## src/stv_pkg.sv

```systemverilog
`timescale 1ns / 1ps
`default_nettype none

package stv_pkg;

    localparam int DATA_W     = 47;
    localparam int PRIME_W    = 24;
    localparam int OFS_W      = 12;
    localparam int CNT_W      = 13;
    localparam int POS_W      = 25;
    localparam int WINDOW_DEF = 4096;

    localparam logic [1:0] ACT_START = 2'd0;
    localparam logic [1:0] ACT_APPLY = 2'd1;
    localparam logic [1:0] ACT_READ  = 2'd2;

    localparam logic REG_RANGE_START = 1'b0;
    localparam logic REG_RANGE_COUNT = 1'b1;

endpackage

`default_nettype wire

```

## src/stv_div.sv

```systemverilog
`timescale 1ns / 1ps
`default_nettype none

module stv_div
    import stv_pkg::*;
(
    input  wire logic              clk,
    input  wire logic              rst_n,
    input  wire logic              start,
    input  wire logic [DATA_W-1:0] dividend,
    input  wire logic [DATA_W-1:0] divisor,
    output logic                   done,
    output logic      [DATA_W-1:0] quotient,
    output logic      [DATA_W-1:0] remainder
);

    localparam int CW = $clog2(DATA_W + 1);

    logic [DATA_W-1:0] rem_reg, rem_next;
    logic [DATA_W-1:0] quo_reg, quo_next;
    logic [DATA_W-1:0] den_reg;
    logic [CW-1:0]     cnt_reg;
    logic              run_reg;
    logic              done_reg;
    logic [DATA_W:0]   shifted;
    logic [DATA_W:0]   diff;

    // one quotient bit a cycle, restoring
    always_comb
    begin
        shifted = {rem_reg, quo_reg[DATA_W-1]};
        diff    = shifted - {1'b0, den_reg};
        if (shifted >= {1'b0, den_reg})
        begin
            rem_next = diff[DATA_W-1:0];
            quo_next = {quo_reg[DATA_W-2:0], 1'b1};
        end
        else
        begin
            rem_next = shifted[DATA_W-1:0];
            quo_next = {quo_reg[DATA_W-2:0], 1'b0};
        end
    end

    always_ff @(posedge clk or negedge rst_n)
    begin
        if (!rst_n)
        begin
            run_reg  <= 1'b0;
            done_reg <= 1'b0;
            cnt_reg  <= '0;
        end
        else
        begin
            done_reg <= 1'b0;
            if (start)
            begin
                run_reg <= 1'b1;
                cnt_reg <= '0;
                rem_reg <= '0;
                quo_reg <= dividend;
                den_reg <= divisor;
            end
            else if (run_reg)
            begin
                rem_reg <= rem_next;
                quo_reg <= quo_next;
                cnt_reg <= cnt_reg + 1'b1;
                if (cnt_reg == CW'(DATA_W - 1))
                begin
                    run_reg  <= 1'b0;
                    done_reg <= 1'b1;
                end
            end
        end
    end

    assign done      = done_reg;
    assign quotient  = quo_reg;
    assign remainder = rem_reg;

endmodule

`default_nettype wire

```

## config.mk

```make
export PLATFORM = sky130hd
export DESIGN_NAME = stv_div
export DESIGN_NICKNAME = d
export VERILOG_FILES = /design/src/stv_pkg.sv /design/src/stv_div.sv
export SDC_FILE = /design/constraint.sdc
export NUM_CORES = 1
export LEC_CHECK = 0
export ABC_AREA = 0
export BUFFER_PORTS_ARGS = -buffer_cell sky130_fd_sc_hd__buf_2
export CAP_MARGIN = 20
export CORE_MARGIN = 2
export CORE_UTILIZATION = 30
export DETAILED_ROUTE_END_ITERATION = 16
export GPL_ROUTABILITY_DRIVEN = 0
export HOLD_SLACK_MARGIN = 0.06
export PLACE_DENSITY_LB_ADDON = 0.3
export SLEW_MARGIN = 25
export SYNTH_ARGS = -nofsm -noshare
export SYNTH_HDL_FRONTEND = slang
export SYNTH_SLANG_ARGS = --single-unit
```

## constraint.sdc

```tcl
create_clock -name clk -period 10.9 [get_ports clk]
set_input_delay 1.09 -clock clk [delete_from_list [all_inputs] [get_ports clk]]
set_output_delay 1.09 -clock clk [all_outputs]
set_load 0.1 [all_outputs]
```

==> metrics.txt <==
# TYPE chip_impl_metric gauge
chip_impl_metric{name="detailedRoute.firstPassIterationCount",unit=""} 5
chip_impl_metric{name="detailroute.via_count",unit=""} 7344
chip_impl_info{name="synth.largest_area_cell",value="sky130_fd_sc_hd__edfxtp_1"} 1
chip_impl_metric{name="cts-buffers-inserted",unit=""} 17
chip_impl_metric{name="power_frac_clock",unit="%"} 25.4
chip_impl_metric{name="clkSlewWorstSetupHoldPaths",unit="ps"} 70
chip_impl_metric{name="fp.dieH",unit="µm"} 181
chip_impl_metric{name="antenna_found_initial",unit=""} 3
chip_impl_info{name="setup_repair_after_global_routing_missed_its_margin",value="no"} 1
chip_impl_metric{name="switching_power",unit="µW"} 993
chip_impl_metric{name="synth_warnings",unit=""} 0
chip_impl_info{name="layout.cells.most_common_list",value="sky130_fd_sc_hd__buf_2, sky130_fd_sc_hd__edfxtp_1, sky130_fd_sc_hd__nor2_1"} 1
chip_impl_metric{name="synth_xor_xnor_area_share",unit="%"} 3.83
chip_impl_metric{name="cellLeakagePower",unit="µW"} 0.00475
chip_impl_metric{name="critPathMaxFanout",unit=""} 23
chip_impl_metric{name="count_of_cells_resized_by_post_cts_repair",unit=""} 0
chip_impl_metric{name="diodes",unit=""} 0
chip_impl_metric{name="tightest_slew",unit="ps"} 890
chip_impl_metric{name="antenna_viol_nets_final",unit=""} 0
chip_impl_metric{name="async_reset_ff_share",unit="%"} 5.37
chip_impl_info{name="critPathLaunchType",value="flop"} 1
chip_impl_info{name="critPathCaptureType",value="flop"} 1
chip_impl_metric{name="layout.core_utilization",unit="%"} 36.5
chip_impl_metric{name="worst-endpoint-arrival",unit="ps"} 3910
chip_impl_metric{name="worst_clock_skew",unit="ps"} 19.3
chip_impl_info{name="postSynth.topFlopCell",value="sky130_fd_sc_hd__edfxtp_1"} 1
chip_impl_metric{name="viasPerCell",unit=""} 4.98
chip_impl_info{name="hold_start",value="cnt_reg[5]"} 1
chip_impl_metric{name="chipWidth",unit="µm"} 181
chip_impl_metric{name="power.internal",unit="µW"} 1310
chip_impl_metric{name="synth_top_area_share",unit="%"} 45.1
chip_impl_metric{name="core_area",unit="µm²"} 30700
chip_impl_metric{name="clock_insertion_delay_worst_skew",unit="ps"} 450
chip_impl_metric{name="synthDistinctLibCells",unit=""} 73
chip_impl_metric{name="timing_max_transition_violations_final",unit=""} 0
chip_impl_info{name="cp_slowest_cell",value="sky130_fd_sc_hd__or4_1"} 1
chip_impl_metric{name="cts-hold-fix-buffers",unit=""} 0
chip_impl_metric{name="total_die_area",unit="µm²"} 32700
chip_impl_metric{name="slew_margin_rel",unit="%"} 40.6
chip_impl_metric{name="num_io_pins",unit=""} 192
chip_impl_metric{name="timing.setup.tns",unit="ps"} 0
chip_impl_metric{name="start_util",unit="%"} 30.6
chip_impl_metric{name="max_freq",unit="GHz"} 0.274
chip_impl_metric{name="syn_to_final_growth",unit="%"} 19.3
chip_impl_metric{name="fin_crit_sh",unit="%"} 33.5
chip_impl_metric{name="sw_frac_of_total",unit="%"} 43.2
chip_impl_metric{name="synth_simple_gate_area_share",unit="%"} 11.7
chip_impl_info{name="run_status",value="finished, final reports clean"} 1
chip_impl_info{name="synth_top_family_by_area",value="compound AO/OA/AOI/OAI gates"} 1
chip_impl_metric{name="final_net_count",unit=""} 1213
chip_impl_info{name="holdCritPathClass",value="reg2reg"} 1
chip_impl_metric{name="layout-drive-gt1-share",unit="%"} 27.6
chip_impl_metric{name="timing.final.crit_period",unit="ps"} 3650
chip_impl_metric{name="drc",unit=""} 0
chip_impl_metric{name="vias_in_the_first_global_route",unit=""} 7278
chip_impl_metric{name="groute.usage.overall",unit="%"} 15.6
chip_impl_metric{name="totalWireLength",unit="µm"} 25100
chip_impl_metric{name="sequentialPowerShare",unit="%"} 32.7
chip_impl_metric{name="pin_count_of_the_biggest_net_entering_global_routing",unit=""} 58
chip_impl_metric{name="cts_setup_buffers",unit=""} 0
chip_impl_metric{name="ir_worst_vdd",unit="V"} 0.000125
chip_impl_metric{name="adder_and_majority_cell_fraction_of_the_synthesized_area",unit="%"} 6.75
chip_impl_metric{name="clock_sink_count",unit=""} 149
chip_impl_metric{name="globalRoute.totalOverflow",unit=""} 0
chip_impl_info{name="worstReg2RegStart",value="quotient[46]"} 1
chip_impl_metric{name="synth_seq_cells",unit=""} 149
chip_impl_metric{name="syn-instance-count",unit=""} 899
chip_impl_metric{name="grt_first_pass_wirelength",unit="µm"} 40200
chip_impl_info{name="final_common_cell",value="sky130_fd_sc_hd__buf_2"} 1
chip_impl_metric{name="synth_enable_flop_cells",unit=""} 141
chip_impl_metric{name="power.combinational.fraction",unit="%"} 41.9
chip_impl_metric{name="syn_area_per_cell",unit="µm²"} 10.4
chip_impl_metric{name="violation_count_after_the_first_detailed_routing_iteration",unit=""} 419
chip_impl_metric{name="power-per-cell-area",unit="nW/µm²"} 205
chip_impl_metric{name="final-setup-viol-count",unit=""} 0
chip_impl_metric{name="sequential_share_of_the_synthesized_area",unit="%"} 47.3
chip_impl_metric{name="critPathRequiredTime",unit="ps"} 11160
chip_impl_metric{name="cts_htree_levels",unit=""} 4
chip_impl_metric{name="hold_viol",unit=""} 0
chip_impl_info{name="clockRootBuffer",value="sky130_fd_sc_hd__clkbuf_16"} 1
chip_impl_info{name="netlist_top_cells_area",value="sky130_fd_sc_hd__edfxtp_1, sky130_fd_sc_hd__ha_1, sky130_fd_sc_hd__mux2_2, sky130_fd_sc_hd__a21oi_1, sky130_fd_sc_hd__a211oi_1"} 1
chip_impl_metric{name="synth_compound_gate_area_share",unit="%"} 17.5
chip_impl_metric{name="maxCapViolCount",unit=""} 0
chip_impl_metric{name="muxShareOfSynthArea",unit="%"} 7.67
chip_impl_info{name="cts_tree",value="done"} 1
chip_impl_metric{name="rows",unit=""} 64
chip_impl_metric{name="critical-path-max-stage-delay",unit="ps"} 570
chip_impl_metric{name="hpwl",unit="µm"} 18700
chip_impl_metric{name="wire_per_inst",unit="µm"} 17.0
chip_impl_metric{name="cts-root-to-sink-buffers",unit=""} 2
chip_impl_info{name="critical_path_class",value="reg2reg"} 1
chip_impl_metric{name="syn_nets",unit=""} 1046
chip_impl_info{name="crit_chain",value="inv_1 -> ha_1 -> fa_1 -> nand2b_1 -> a21oi_1 -> a21bo_2 -> a211oi_1 -> o211ai_2 -> o21ai_2 -> a22o_2 -> or4_1 -> a311oi_1"} 1
chip_impl_metric{name="synth_area",unit="µm²"} 9380
chip_impl_info{name="crit_path_start",value="quotient[46]"} 1
chip_impl_metric{name="buffer_ports.inserted",unit=""} 191
==> logic make-up (layout without fill, tap and decap cells) <==
logic type | after synthesis | after routing
compound gates | 243 | 243
xor+xnor | 41 | 41
fa+ha+maj | 50 | 50
buf+inv | 111 | 291
flops | 149 | 149
mux | 66 | 66
simple gates | 239 | 239
==> power by group through the flow <==
stage                     clock, µW  sequential [µW]  combinational (µW)
after CTS                       600              752                 969
after detailed placement          0              763                 965
after floorplan                   0             1060                 484
after global routing            619              761                1040
after global placement            0              763                 964
final                           584              751                 964
==> through the flow <==
stage / hold WS [ps] / instance area (µm²) / power, µW / setup slack, ps / instances
2_1_floorplan: 518 / 9380 / 1550 / 6870 / 899
3_3_place_gp: 543 / 10600 / 1730 / 7190 / 1443
3_5_place_dp: 554 / 10600 / 1730 / 7100 / 1443
4_1_cts: 570 / 11200 / 2320 / 7220 / 1475
5_1_grt: 596 / 11200 / 2420 / 7020 / 1475
6_report: 569 / 11200 / 2300 / 7250 / 1475
==> worst max-delay path: cells and delay by family, from the launching register on <==
kind	cells	cell delay, ps
flops	1	350
buf+inv	1	70
simple gates	2	750
fa+ha+maj	2	600
compound gates	7	1690
==> Yosys cell counts, types with 9 or more instances <==
master / n
sky130_fd_sc_hd__edfxtp_1: 141
sky130_fd_sc_hd__nor2_1: 83
sky130_fd_sc_hd__nand2_1: 78
sky130_fd_sc_hd__a21oi_1: 73
sky130_fd_sc_hd__inv_1: 61
sky130_fd_sc_hd__ha_1: 49
sky130_fd_sc_hd__mux2_2: 47
sky130_fd_sc_hd__a211oi_1: 42
sky130_fd_sc_hd__clkbuf_1: 27
sky130_fd_sc_hd__o21ai_0: 26
sky130_fd_sc_hd__a21o_1: 25
sky130_fd_sc_hd__xnor2_1: 22
sky130_fd_sc_hd__mux2i_1: 19
sky130_fd_sc_hd__xor2_1: 19
sky130_fd_sc_hd__nand4_1: 15
sky130_fd_sc_hd__nand3_1: 10
sky130_fd_sc_hd__nand2b_1: 9
==> layer usage <==
| layer | part of all wire [%] | up-vias | track usage (%) |
|---|---|---|---|
| li1 | - | 3654 | - |
| met1 | 45 | 3422 | 19.7 |
| met2 | 46 | 234 | 24.6 |
| met3 | 8.1 | 28 | 5.87 |
| met4 | 1.5 | 6 | 4.90 |
| met5 | 0.12 | - | 0 |
==> path summary, 6_finish.rpt <==
check | depth (start not counted) | slack [ps] | to
max | 12 | 7250 | remainder[41]
min | 2 | 570 | cnt_reg[5]
max reg2reg | 12 | 7250 | remainder[41]
min reg2reg | 2 | 570 | cnt_reg[5]
max in group asynchronous | 1 | 9870 | run_reg
min in group asynchronous | 1 | 640 | run_reg
==> final cells by class <==
class	count	area, µm²
multi-input combinational	639	4460
sequential	149	4440
inverter	61	229
clock inverter	15	144
tap	396	495
fill	3128	19500
timing repair buffer	198	1010
clock buffer	17	425
No activity file was read; power rests on OpenSTA's default activity.
