File: src/stv_ram.sv
`timescale 1ns / 1ps
`default_nettype none

module stv_ram #(
    parameter int WIDTH = 8,
    parameter int DEPTH = 16,
    localparam int AW   = (DEPTH > 1) ? $clog2(DEPTH) : 1
) (
    input  wire logic             clk,
    input  wire logic             we,
    input  wire logic [AW-1:0]    waddr,
    input  wire logic [WIDTH-1:0] wdata,
    input  wire logic [AW-1:0]    raddr,
    output logic      [WIDTH-1:0] rdata
);

    logic [WIDTH-1:0] mem [DEPTH];

    always_ff @(posedge clk)
    begin
        if (we)
        begin
            mem[waddr] <= wdata;
        end
        rdata <= mem[raddr];
    end

endmodule

`default_nettype wire

File: config.mk
export PLATFORM = sky130hd
export DESIGN_NAME = stv_ram
export DESIGN_NICKNAME = d
export VERILOG_FILES = /design/src/stv_ram.sv
export SDC_FILE = /design/constraint.sdc
export NUM_CORES = 1
export LEC_CHECK = 0
export ABC_AREA = 1
export BUFFER_PORTS_ARGS = -buffer_cell sky130_fd_sc_hd__buf_2
export CAP_MARGIN = 5
export CORE_ASPECT_RATIO = 1.2
export CORE_UTILIZATION = 55
export DETAILED_ROUTE_END_ITERATION = 16
export GPL_TIMING_DRIVEN = 0
export PLACE_DENSITY = 0.72
export RECOVER_POWER = 25
export SLEW_MARGIN = 10
export SYNTH_ARGS = -nofsm -noshare
export SYNTH_HDL_FRONTEND = slang
export SYNTH_SLANG_ARGS = --single-unit
File: constraint.sdc
create_clock -name clk -period 2.4 [get_ports clk]
set_clock_uncertainty 0.2 [all_clocks]
set_input_delay 0.12 -clock clk [delete_from_list [all_inputs] [get_ports clk]]
set_output_delay 0.12 -clock clk [all_outputs]
set_load 0.02 [all_outputs]
==> results of run 1 <==
## registers in the layout, summed over array words and instances, names as in the netlist
name	flops
mem	128
rdata	8
## cell type report
cell class	instances	area (um2)
inverters	102	383
plain buffers	24	166
clock inverters	14	87.6
multi-input cells	289	1210
fillers	793	3470
clock buffers	17	425
repair buffers	32	204
flip-flops and latches	136	4000
well taps	126	158
## how the worst min path moves through the flow
stage | cells after the start | from | endpoint | slack, ps
2_1_floorplan | 0 | wdata[0] | mem[0][0] | 20
3_3_place_gp | 1 | rdata[4] | rdata[4] | 340
3_5_place_dp | 1 | rdata[2] | rdata[2] | 340
4_1_cts | 5 | raddr[1] | rdata[1] | 2
5_1_grt | 5 | raddr[1] | rdata[1] | 30
6_report | 5 | raddr[1] | rdata[1] | 20
## per-stage QoR
stage / instances / total power, W / worst slack, ps / util [%] / hold slack [ps]
2_1_floorplan: 551 / 0.00292 / 1130 / - / 18.9
3_3_place_gp: 699 / 0.00306 / 551 / 59.7 / 336
3_5_place_dp: 699 / 0.00307 / 568 / 59.7 / 335
4_1_cts: 740 / 0.00527 / 847 / 65.8 / 2.37
5_1_grt: 740 / 0.00541 / 814 / 65.7 / 29.2
6_report: 740 / 0.00527 / 802 / 65.7 / 24.7
## kinds of logic (layout without fill, tap and decap cells)
logic type	count (synthesis)	after routing
buffers and inverters	126	189
and+or+nand+nor	289	289
DFF	136	136
## synth_stat cells
library cell | n | area, um2
buf_6 | 6 | 67.6
buf_1 | 1 | 3.75
inv_1 | 100 | 375
buf_2 | 13 | 65.1
inv_2 | 2 | 7.51
nand2_1 | 173 | 649
nand3b_1 | 2 | 15.0
nand3_1 | 97 | 485
dfxtp_1 | 8 | 160
nor2_1 | 17 | 63.8
buf_4 | 4 | 30.0
edfxtp_1 | 128 | 3840
## routing by layer
metal	share of wire, %	GRT usage (%)
met1	41	35.4
met2	48	42.2
met3	7.4	5.64
met4	3.8	15.3
met5	0	0
## power groups by stage
stage | logic, W | clock network [W] | registers [W]
finish | 0.000370 | 0.00223 | 0.00267
global route | 0.000402 | 0.00234 | 0.00267
CTS | 0.000367 | 0.00224 | 0.00267
detailed placement | 0.000350 | 0 | 0.00272
global placement | 0.000341 | 0 | 0.00272
floorplan | 0.000187 | 0 | 0.00274
## timing repair
item	4_1_cts	5_1_grt
setup buffers	0	0
hold buffers	10	0
endpoints found under the hold margin	136	0
setup endpoints to repair	0	0
## tightest hold or removal path, delay by kind of cell
kind	cells	cell delay (ps)
buffers and inverters	1	140
and+or+nand+nor	4	330
==> flow_metrics.tcl, run 1 <==
set metrics [dict create \
    status "finished, final reports clean" \
    end_kind "flip-flop" \
    synth_top_family_by_area "simple AND/OR/NAND/NOR gates" \
    cp.depth 7 \
    stdcell_area_um2 6640 \
    grt_max_degree 17 \
    synth_compound_area_share_pct 0 \
    synth_seq_cells 136 \
    place_area_um2 6030 \
    cts_sinks 136 \
    layout-drive-gt1-share_pct 11.2 \
    crit_family "buffers and inverters" \
    slowest_stage "dlygate4sd3_1" \
    design.core.area_um2 10100 \
    hold_viol 0 \
    ir_drop_mv 0.569 \
    synthMuxAreaShare_pct 0 \
    crit_end "rdata[0]" \
    slowest_delay_ps 540 \
    r2r_slack_ps 1150 \
    min_period_ps 1600 \
    die_h_um 114 \
    io_buffers 22 \
    maxCapViolCount 0 \
    cts-root-buf "clkbuf_16" \
    tns_ps 0 \
    ys_types 12 \
    ios 26 \
    drv_slew 0 \
    drtPass1Iterations 7 \
    antenna_found_initial 0 \
    grt_setup_unrepaired "no" \
    setup_viol 0 \
    synthAdderAreaFrac_pct 0 \
    clk_latency_ps 420 \
    relSlewSlack_pct 39.2 \
    path_cells "dlygate4sd3_1 -> buf_2 -> inv_1 -> buf_4 -> nand3_1 -> nand3_1 -> nand2_1" \
    clkPwrFrac_pct 42.3 \
    diodes 0 \
    required_ps 2490 \
    worstMarginPinSlew_ps 909 \
    cts_max_level 4 \
    critPathLaunchType "input pin" \
    power_density_nw_per_um2 793 \
    synth_area_um2 5770 \
    power_frac_seq_pct 50.7 \
    clock_path_buffers 2 \
    r2r_end "rdata[0]" \
    initial_core_util_pct 57.0 \
    syn-num-nets 569 \
    p_leak_nw 2.87 \
    path_max_fanout 10 \
    vias 3945 \
    switchingPower_w 0.00121 \
    critPathLaunch "raddr[2]" \
    vias_per_cell 5.33 \
    yosysWarnings 0 \
    grt_pass1_vias 3832 \
    syn_inst 551 \
    cpMostUsedCell "nand3_1" \
    rows 40 \
    wl_per_cell_um 18.0 \
    timing.rr.start "mem[0][0]" \
    drt_iter0_drc 446 \
    final_cell_mix "nand2_1, edfxtp_1, inv_1" \
    arrival_ps 1690 \
    grt_first_pass_wirelength_um 20500 \
    grt_usage_pct 27.1 \
    ctsResizeCount 0 \
    final_nets 620 \
    yosys.area_share.xor_xnor_pct 0 \
    dieArea_um2 10900 \
    ys_seq_area_share_pct 69.4 \
    timing.final.crit_share_pct 66.6 \
    routed_wl_um 13300 \
    power_frac_comb_pct 7.0 \
    layout_commonest_cell "nand2_1" \
    dp_hpwl_um 8620 \
    synthSimpleGateAreaFrac_pct 21.0 \
    areaGrowthSynthToFinish_pct 15.2 \
    numCtsBuffers 17 \
    fp.dieW_um 95.5 \
    drc 0 \
    clkSlewWorstSetupHoldPaths_ps 50 \
    p_sw_share_pct 22.9 \
    cts_tree "yes" \
    intPower_w 0.00406 \
    grt.overflow.total 0 \
    fmax_ghz 0.626 \
    place_congestion 0.905 \
    critPathKind "input pin to flip-flop" \
    ff2ff_path_depth 6 \
    ant_nets 0 \
    crit_buf_inv 4 \
    hold_class "input pin to flip-flop" \
    syn_area_per_cell_um2 10.5 \
]
Power figures use the tool's default switching activity.
==> run 2, diff against run 1 <==
==> constraint.sdc (replaced) <==
create_clock -name clk -period 1.7 [get_ports clk]
set_clock_uncertainty 0.2 [all_clocks]
set_input_delay 0.085 -clock clk [delete_from_list [all_inputs] [get_ports clk]]
set_output_delay 0.085 -clock clk [all_outputs]
set_load 0.02 [all_outputs]
==> run 2 against run 1 <==
  * Final area rose by 0.15%
  * Clock-buffer cell count did not move
  * Utilization rose by 0.099 points
  * Sequential share of layout area fell by 0.091 points
  * Cell count rose by 0.14%
  * First-iteration DRC count rose by 1.8%
  * Register-to-register slack got worse by 1100 ps
  * Combinational power rose by 42%
==> flow_metrics.tcl, run 2 (same netlist as run 1, synthesis figures left out) <==
set metrics [dict create \
    place_congestion 0.905 \
    antenna_found_initial 0 \
    end_kind "flip-flop" \
    drv_slew 0 \
    dp_hpwl_um 8620 \
    dieArea_um2 10900 \
    layout_commonest_cell "nand2_1" \
    largest_register "mem" \
    hold_depth 3 \
    timing.final.crit_share_pct 97.0 \
    ff2ff_path_depth 7 \
    grt.overflow.total 0 \
    status "finished, final reports clean" \
    ctsHoldBuffers 11 \
    relSlewSlack_pct 39.4 \
    critPathLaunchType "flip-flop" \
    worstMarginPinSlew_ps 905 \
    fp.dieW_um 95.5 \
    design.core.area_um2 10100 \
    setup_viol 0 \
    cts-root-buf "clkbuf_16" \
    cts_sinks 136 \
    areaGrowthSynthToFinish_pct 15.3 \
    largest_reg_flops 128 \
    grt_setup_unrepaired "no" \
    fmax_ghz 0.606 \
    cts_setup_buffers 0 \
    ctsResizeCount 0 \
    ir_drop_mv 0.804 \
    tns_ps 0 \
    p_leak_nw 2.87 \
    min_period_ps 1650 \
    rows 40 \
    wl_per_cell_um 17.9 \
    ant_nets 0 \
    routed_wl_um 13300 \
    drtPass1Iterations 5 \
    numCtsBuffers 17 \
    arrival_ps 1750 \
    grt_first_pass_wirelength_um 20500 \
    clkSlewWorstSetupHoldPaths_ps 60 \
    stdcell_area_um2 6650 \
    diodes 0 \
    final_cell_mix "nand2_1, edfxtp_1, inv_1" \
    top_regs "mem: 128 flops, rdata: 8 flops" \
    power_density_nw_per_um2 1120 \
    hold_viol 0 \
    cts_tree "yes" \
    r2r_end "rdata[1]" \
    drc 0 \
    initial_core_util_pct 57.0 \
    grt_max_degree 17 \
    io_buffers 22 \
    hold_class "input pin to flip-flop" \
    vias_per_cell 5.37 \
    ios 26 \
    holdPathEnd "mem[3][4]" \
    vias 3977 \
    hold_start "waddr[1]" \
    timing.rr.start "mem[7][1]" \
    clk_latency_ps 420 \
    critPathKind "flip-flop to flip-flop" \
    layout-drive-gt1-share_pct 11.2 \
    drt_iter0_drc 454 \
    path_max_fanout 1 \
    grt_pass1_vias 3825 \
    final_nets 621 \
    die_h_um 114 \
    cts_max_level 4 \
    required_ps 1800 \
    r2r_slack_ps 50 \
    clock_path_buffers 2 \
    place_area_um2 6030 \
    grt_usage_pct 27.1 \
    maxCapViolCount 0 \
]
-- run 2: cell types whose count changed in the layout (fill, tap and decap cells not counted), sizes merged --
| cell | delta |
|---|---|
| dlygate4sd3 | +1 |
-- run 2: report_power, final --
| group | switching, W | internal [W] | total [W] |
|---|---|---|---|
| logic | 0.000365 | 0.000159 | 0.000524 |
| clock network | 0.00133 | 0.00182 | 0.00315 |
| registers | 0.0000188 | 0.00375 | 0.00377 |
-- run 2: critical path: stages (launching register included) --
cell and delay (ps):
edfxtp_1 370, inv_1 60, nand2_1 40, nand3_1 70, nand3_1 80, dlygate4sd3_1 570
nand3_1 80, nand2_1 60
-- run 2: final cells by class --
type / instances / area, um2
Buffer: 24 / 166
Clock buffer: 17 / 425
Clock inverter: 14 / 87.6
Fill cell: 790 / 3460
Inverter: 102 / 383
Multi-Input combinational cell: 289 / 1210
Sequential cell: 136 / 4000
Tap cell: 126 / 158
Timing Repair Buffer: 33 / 214
-- run 2: metal layers --
layer | global-route usage (%) | vias up | part of all wire [%]
met5 | 0 | - | 0
met4 | 15.3 | 0 | 3.6
met3 | 5.64 | 38 | 8.3
met2 | 42.1 | 222 | 48
met1 | 35.5 | 1839 | 40
li1 | - | 1878 | -
-- run 2: how the worst max path moves through the flow --
stage	slack, ps	endpoint	cells past startpoint	start
2_1_floorplan	460	mem[10][0]	2	waddr[2]
3_3_place_gp	-110	mem[7][1]	3	waddr[3]
3_5_place_dp	-100	mem[6][1]	3	waddr[3]
4_1_cts	50	rdata[1]	7	mem[7][1]
5_1_grt	10	rdata[1]	7	mem[6][1]
6_report	50	rdata[1]	7	mem[7][1]
-- run 2: metrics by stage --
step                      cells  hold slack, ps  total power (W)  worst slack, ps  util [%]
after floorplan             551           -16.1          0.00413              464         -
after global placement      699             301          0.00432             -114      59.7
after detailed placement    699             300          0.00433            -96.7      59.7
after CTS                   741            77.4          0.00744             52.9      65.9
after global routing        741             103          0.00764             10.7      65.8
final                       741            81.0          0.00744             51.0      65.8
==> run 3, diff against run 2 <==
--- a/config.mk
+++ b/config.mk
@@ -5,14 +5,16 @@
 export SDC_FILE = /design/constraint.sdc
 export NUM_CORES = 1
 export LEC_CHECK = 0
-export ABC_AREA = 1
+export ABC_AREA = 0
 export BUFFER_PORTS_ARGS = -buffer_cell sky130_fd_sc_hd__buf_2
 export CAP_MARGIN = 5
+export CELL_PAD_IN_SITES_DETAIL_PLACEMENT = 1
+export CELL_PAD_IN_SITES_GLOBAL_PLACEMENT = 1
 export CORE_ASPECT_RATIO = 1.2
-export CORE_UTILIZATION = 55
+export CORE_UTILIZATION = 53
 export DETAILED_ROUTE_END_ITERATION = 16
 export GPL_TIMING_DRIVEN = 0
-export PLACE_DENSITY = 0.72
+export PLACE_DENSITY_LB_ADDON = 0.1
 export RECOVER_POWER = 25
 export SLEW_MARGIN = 10
 export SYNTH_ARGS = -nofsm -noshare
==> run 3 against run 2 <==
  * The run now ends with hold timing left
  * Die area down 7.2%
  * Total power fell by 0.45%
  * Worst setup slack got worse by 21 ps
  * Clock-buffer cell count increased by 4
==> flow_metrics.tcl, run 3 <==
set metrics [dict create \
    status "finished with violations" \
    violations "hold timing" \
    diodes 0 \
    ir_drop_mv 0.934 \
    syn_area_per_cell_um2 22.5 \
    vias 2399 \
    drt_iter0_drc 196 \
    post-synth-top-count-cell "edfxtp_1" \
    fin_cells 417 \
    place_area_um2 5440 \
    grt_use_met3_pct 5.46 \
    design.core.area_um2 9470 \
    synth_seq_cells 136 \
    largest_register "mem" \
    arrival_ps 1760 \
    whs_ps -9.38 \
    min_period_ps 1670 \
    clock_path_buffers 2 \
    dieArea_um2 10100 \
    syn-num-nets 247 \
    intPower_w 0.00589 \
    wl_per_cell_um 25.5 \
    synth_top_flop_cell "edfxtp_1" \
    synth_edf_count 128 \
    use_met1_pct 29.9 \
    grt_pass1_vias 2553 \
    place_congestion 0.784 \
    ios 26 \
    areaGrowthSynthToFinish_pct 17.6 \
    antenna_found_initial 0 \
    power_frac_seq_pct 50.9 \
    hold_depth 2 \
    timing.final.crit_share_pct 98.2 \
    crit_family "multiplexers" \
    synth_compound_area_share_pct 2.33 \
    cp.depth 3 \
    yosys-top-cells-count "edfxtp_1, mux4_2, a22oi_1" \
    synthSimpleGateAreaFrac_pct 3.18 \
    p_leak_nw 2.02 \
    io_buffers 24 \
    ant_nets 0 \
    routed_wl_um 10600 \
    tns_ps 0 \
    cts-root-buf "clkbuf_16" \
    synthAdderAreaFrac_pct 0 \
    power_frac_comb_pct 5.5 \
    r2r_end "rdata[1]" \
    synth_area_um2 5150 \
    yosys.area_share.xor_xnor_pct 0 \
    crit_buf_inv 0 \
    total_power_w 0.00741 \
    clk_latency_ps 410 \
    timing.rr.start "mem[1][1]" \
    fmax_ghz 0.599 \
    die_h_um 110 \
    drc 0 \
    fp.dieW_um 92.0 \
    synth_top_family_by_area "multiplexers" \
    cts_tree "yes" \
    largest_reg_flops 128 \
    layout-drive-gt1-share_pct 26.9 \
    grt.overflow.total 0 \
    top_regs "mem: 128 flops, rdata: 8 flops" \
    ys_seq_area_share_pct 77.8 \
    slowest_stage "mux4_1" \
    switchingPower_w 0.00152 \
    yosysWarnings 0 \
    drtPass1Iterations 4 \
    synth_top_area_cell "edfxtp_1" \
    clkSlewWorstSetupHoldPaths_ps 50 \
    maxCapViolCount 0 \
    grt_max_degree 17 \
    final_nets 299 \
    cts_max_level 4 \
    holdPathEnd "mem[0][3]" \
    required_ps 1790 \
    rows 39 \
    dp.cells 376 \
    yosys-top-cells-area "edfxtp_1, mux4_2, mux4_1, dfxtp_1, a22oi_1" \
    post-place-ws_ps -310 \
    use_met2_pct 38.9 \
    initial_core_util_pct 54.4 \
    async_flop_share_pct 0 \
    power_density_nw_per_um2 1220 \
    layout_commonest_cell "edfxtp_1" \
    r2r_slack_ps 30 \
    hold_viol 8 \
    clkPwrFrac_pct 43.6 \
    grt_setup_unrepaired "no" \
    ys_types 19 \
    end_kind "flip-flop" \
    critPathKind "flip-flop to flip-flop" \
    relSlewSlack_pct 42.1 \
    fin_ws_ps 30.3 \
    grt_usage_pct 23.3 \
    hold_class "input pin to flip-flop" \
    vias_per_cell 5.75 \
    stdcell_area_um2 6050 \
    cts_sinks 136 \
    path_cells "mux4_1 -> a22oi_1 -> nand2_1" \
    hold_start "waddr[1]" \
    p_sw_share_pct 20.5 \
    syn_inst 229 \
    slowest_delay_ps 580 \
    setup_viol 0 \
    dp_hpwl_um 6690 \
    path_max_fanout 1 \
    drv_slew 0 \
    cts_setup_buffers 0 \
    worstMarginPinSlew_ps 869 \
    critPathLaunchType "flip-flop" \
    ff2ff_path_depth 3 \
    numCtsBuffers 17 \
    top_usage_layer "met2" \
    synth_top_area_share_pct 74.7 \
    final_cell_mix "edfxtp_1, buf_2, mux4_2" \
    synthMuxAreaShare_pct 15.0 \
    grt_first_pass_wirelength_um 15500 \
]
-- run 3: worst max-delay path by stage --
stage	from	end	slack, ps
final	mem[1][1]	rdata[1]	30
after floorplan	waddr[2]	mem[3][0]	150
after global placement	waddr[2]	mem[8][1]	-390
after detailed placement	waddr[2]	mem[3][2]	-310
after CTS	mem[0][3]	rdata[3]	40
after global routing	mem[1][3]	rdata[3]	6
-- run 3: cell families (layout without fill, tap and decap cells) --
logic type             after synthesis  after routing
flip-flops                         136            136
multiplexers                        32             32
AO/OA/AOI/OAI                       16             16
buffers and inverters               10             75
AND/OR/NAND/NOR                     35             35
-- run 3: power by group through the flow --
stage	logic [W]	clock network [W]	registers, W
after floorplan	0.000191	0	0.00386
after global placement	0.000383	0	0.00383
after detailed placement	0.000394	0	0.00384
after CTS	0.000414	0.00327	0.00377
after global routing	0.000435	0.00340	0.00378
final	0.000408	0.00323	0.00377
-- run 3: timing repair --
item                       in CTS  in global routing
hold buffers                    9                  0
setup endpoints to repair       0                  1
resized for setup               0                  1
hold endpoints to repair      147                  0
-- run 3: metal layers --
layer / routed length [um] / vias up
met5: 0 / -
met4: 157 / 0
met3: 475 / 14
met2: 5590 / 72
met1: 4390 / 1237
li1: - / 1076
-- run 3: area by class of cell --
cell class	count	area (um2)
flip-flops and latches	136	4000
fillers	781	3410
clock inverters	11	82.6
repair buffers	33	204
well taps	123	154
plain buffers	10	86.3
multi-input cells	83	1080
clock buffers	21	440
-- run 3: stage by stage --
| step | utilization (%) | hold WS, ps |
|---|---|---|
| CTS | 64.0 | -17.0 |
| global placement | 57.3 | 281 |
| floorplan | - | -16.1 |
| detailed placement | 57.5 | 290 |
| global route | 63.9 | 8.25 |
| finish | 63.9 | -9.38 |
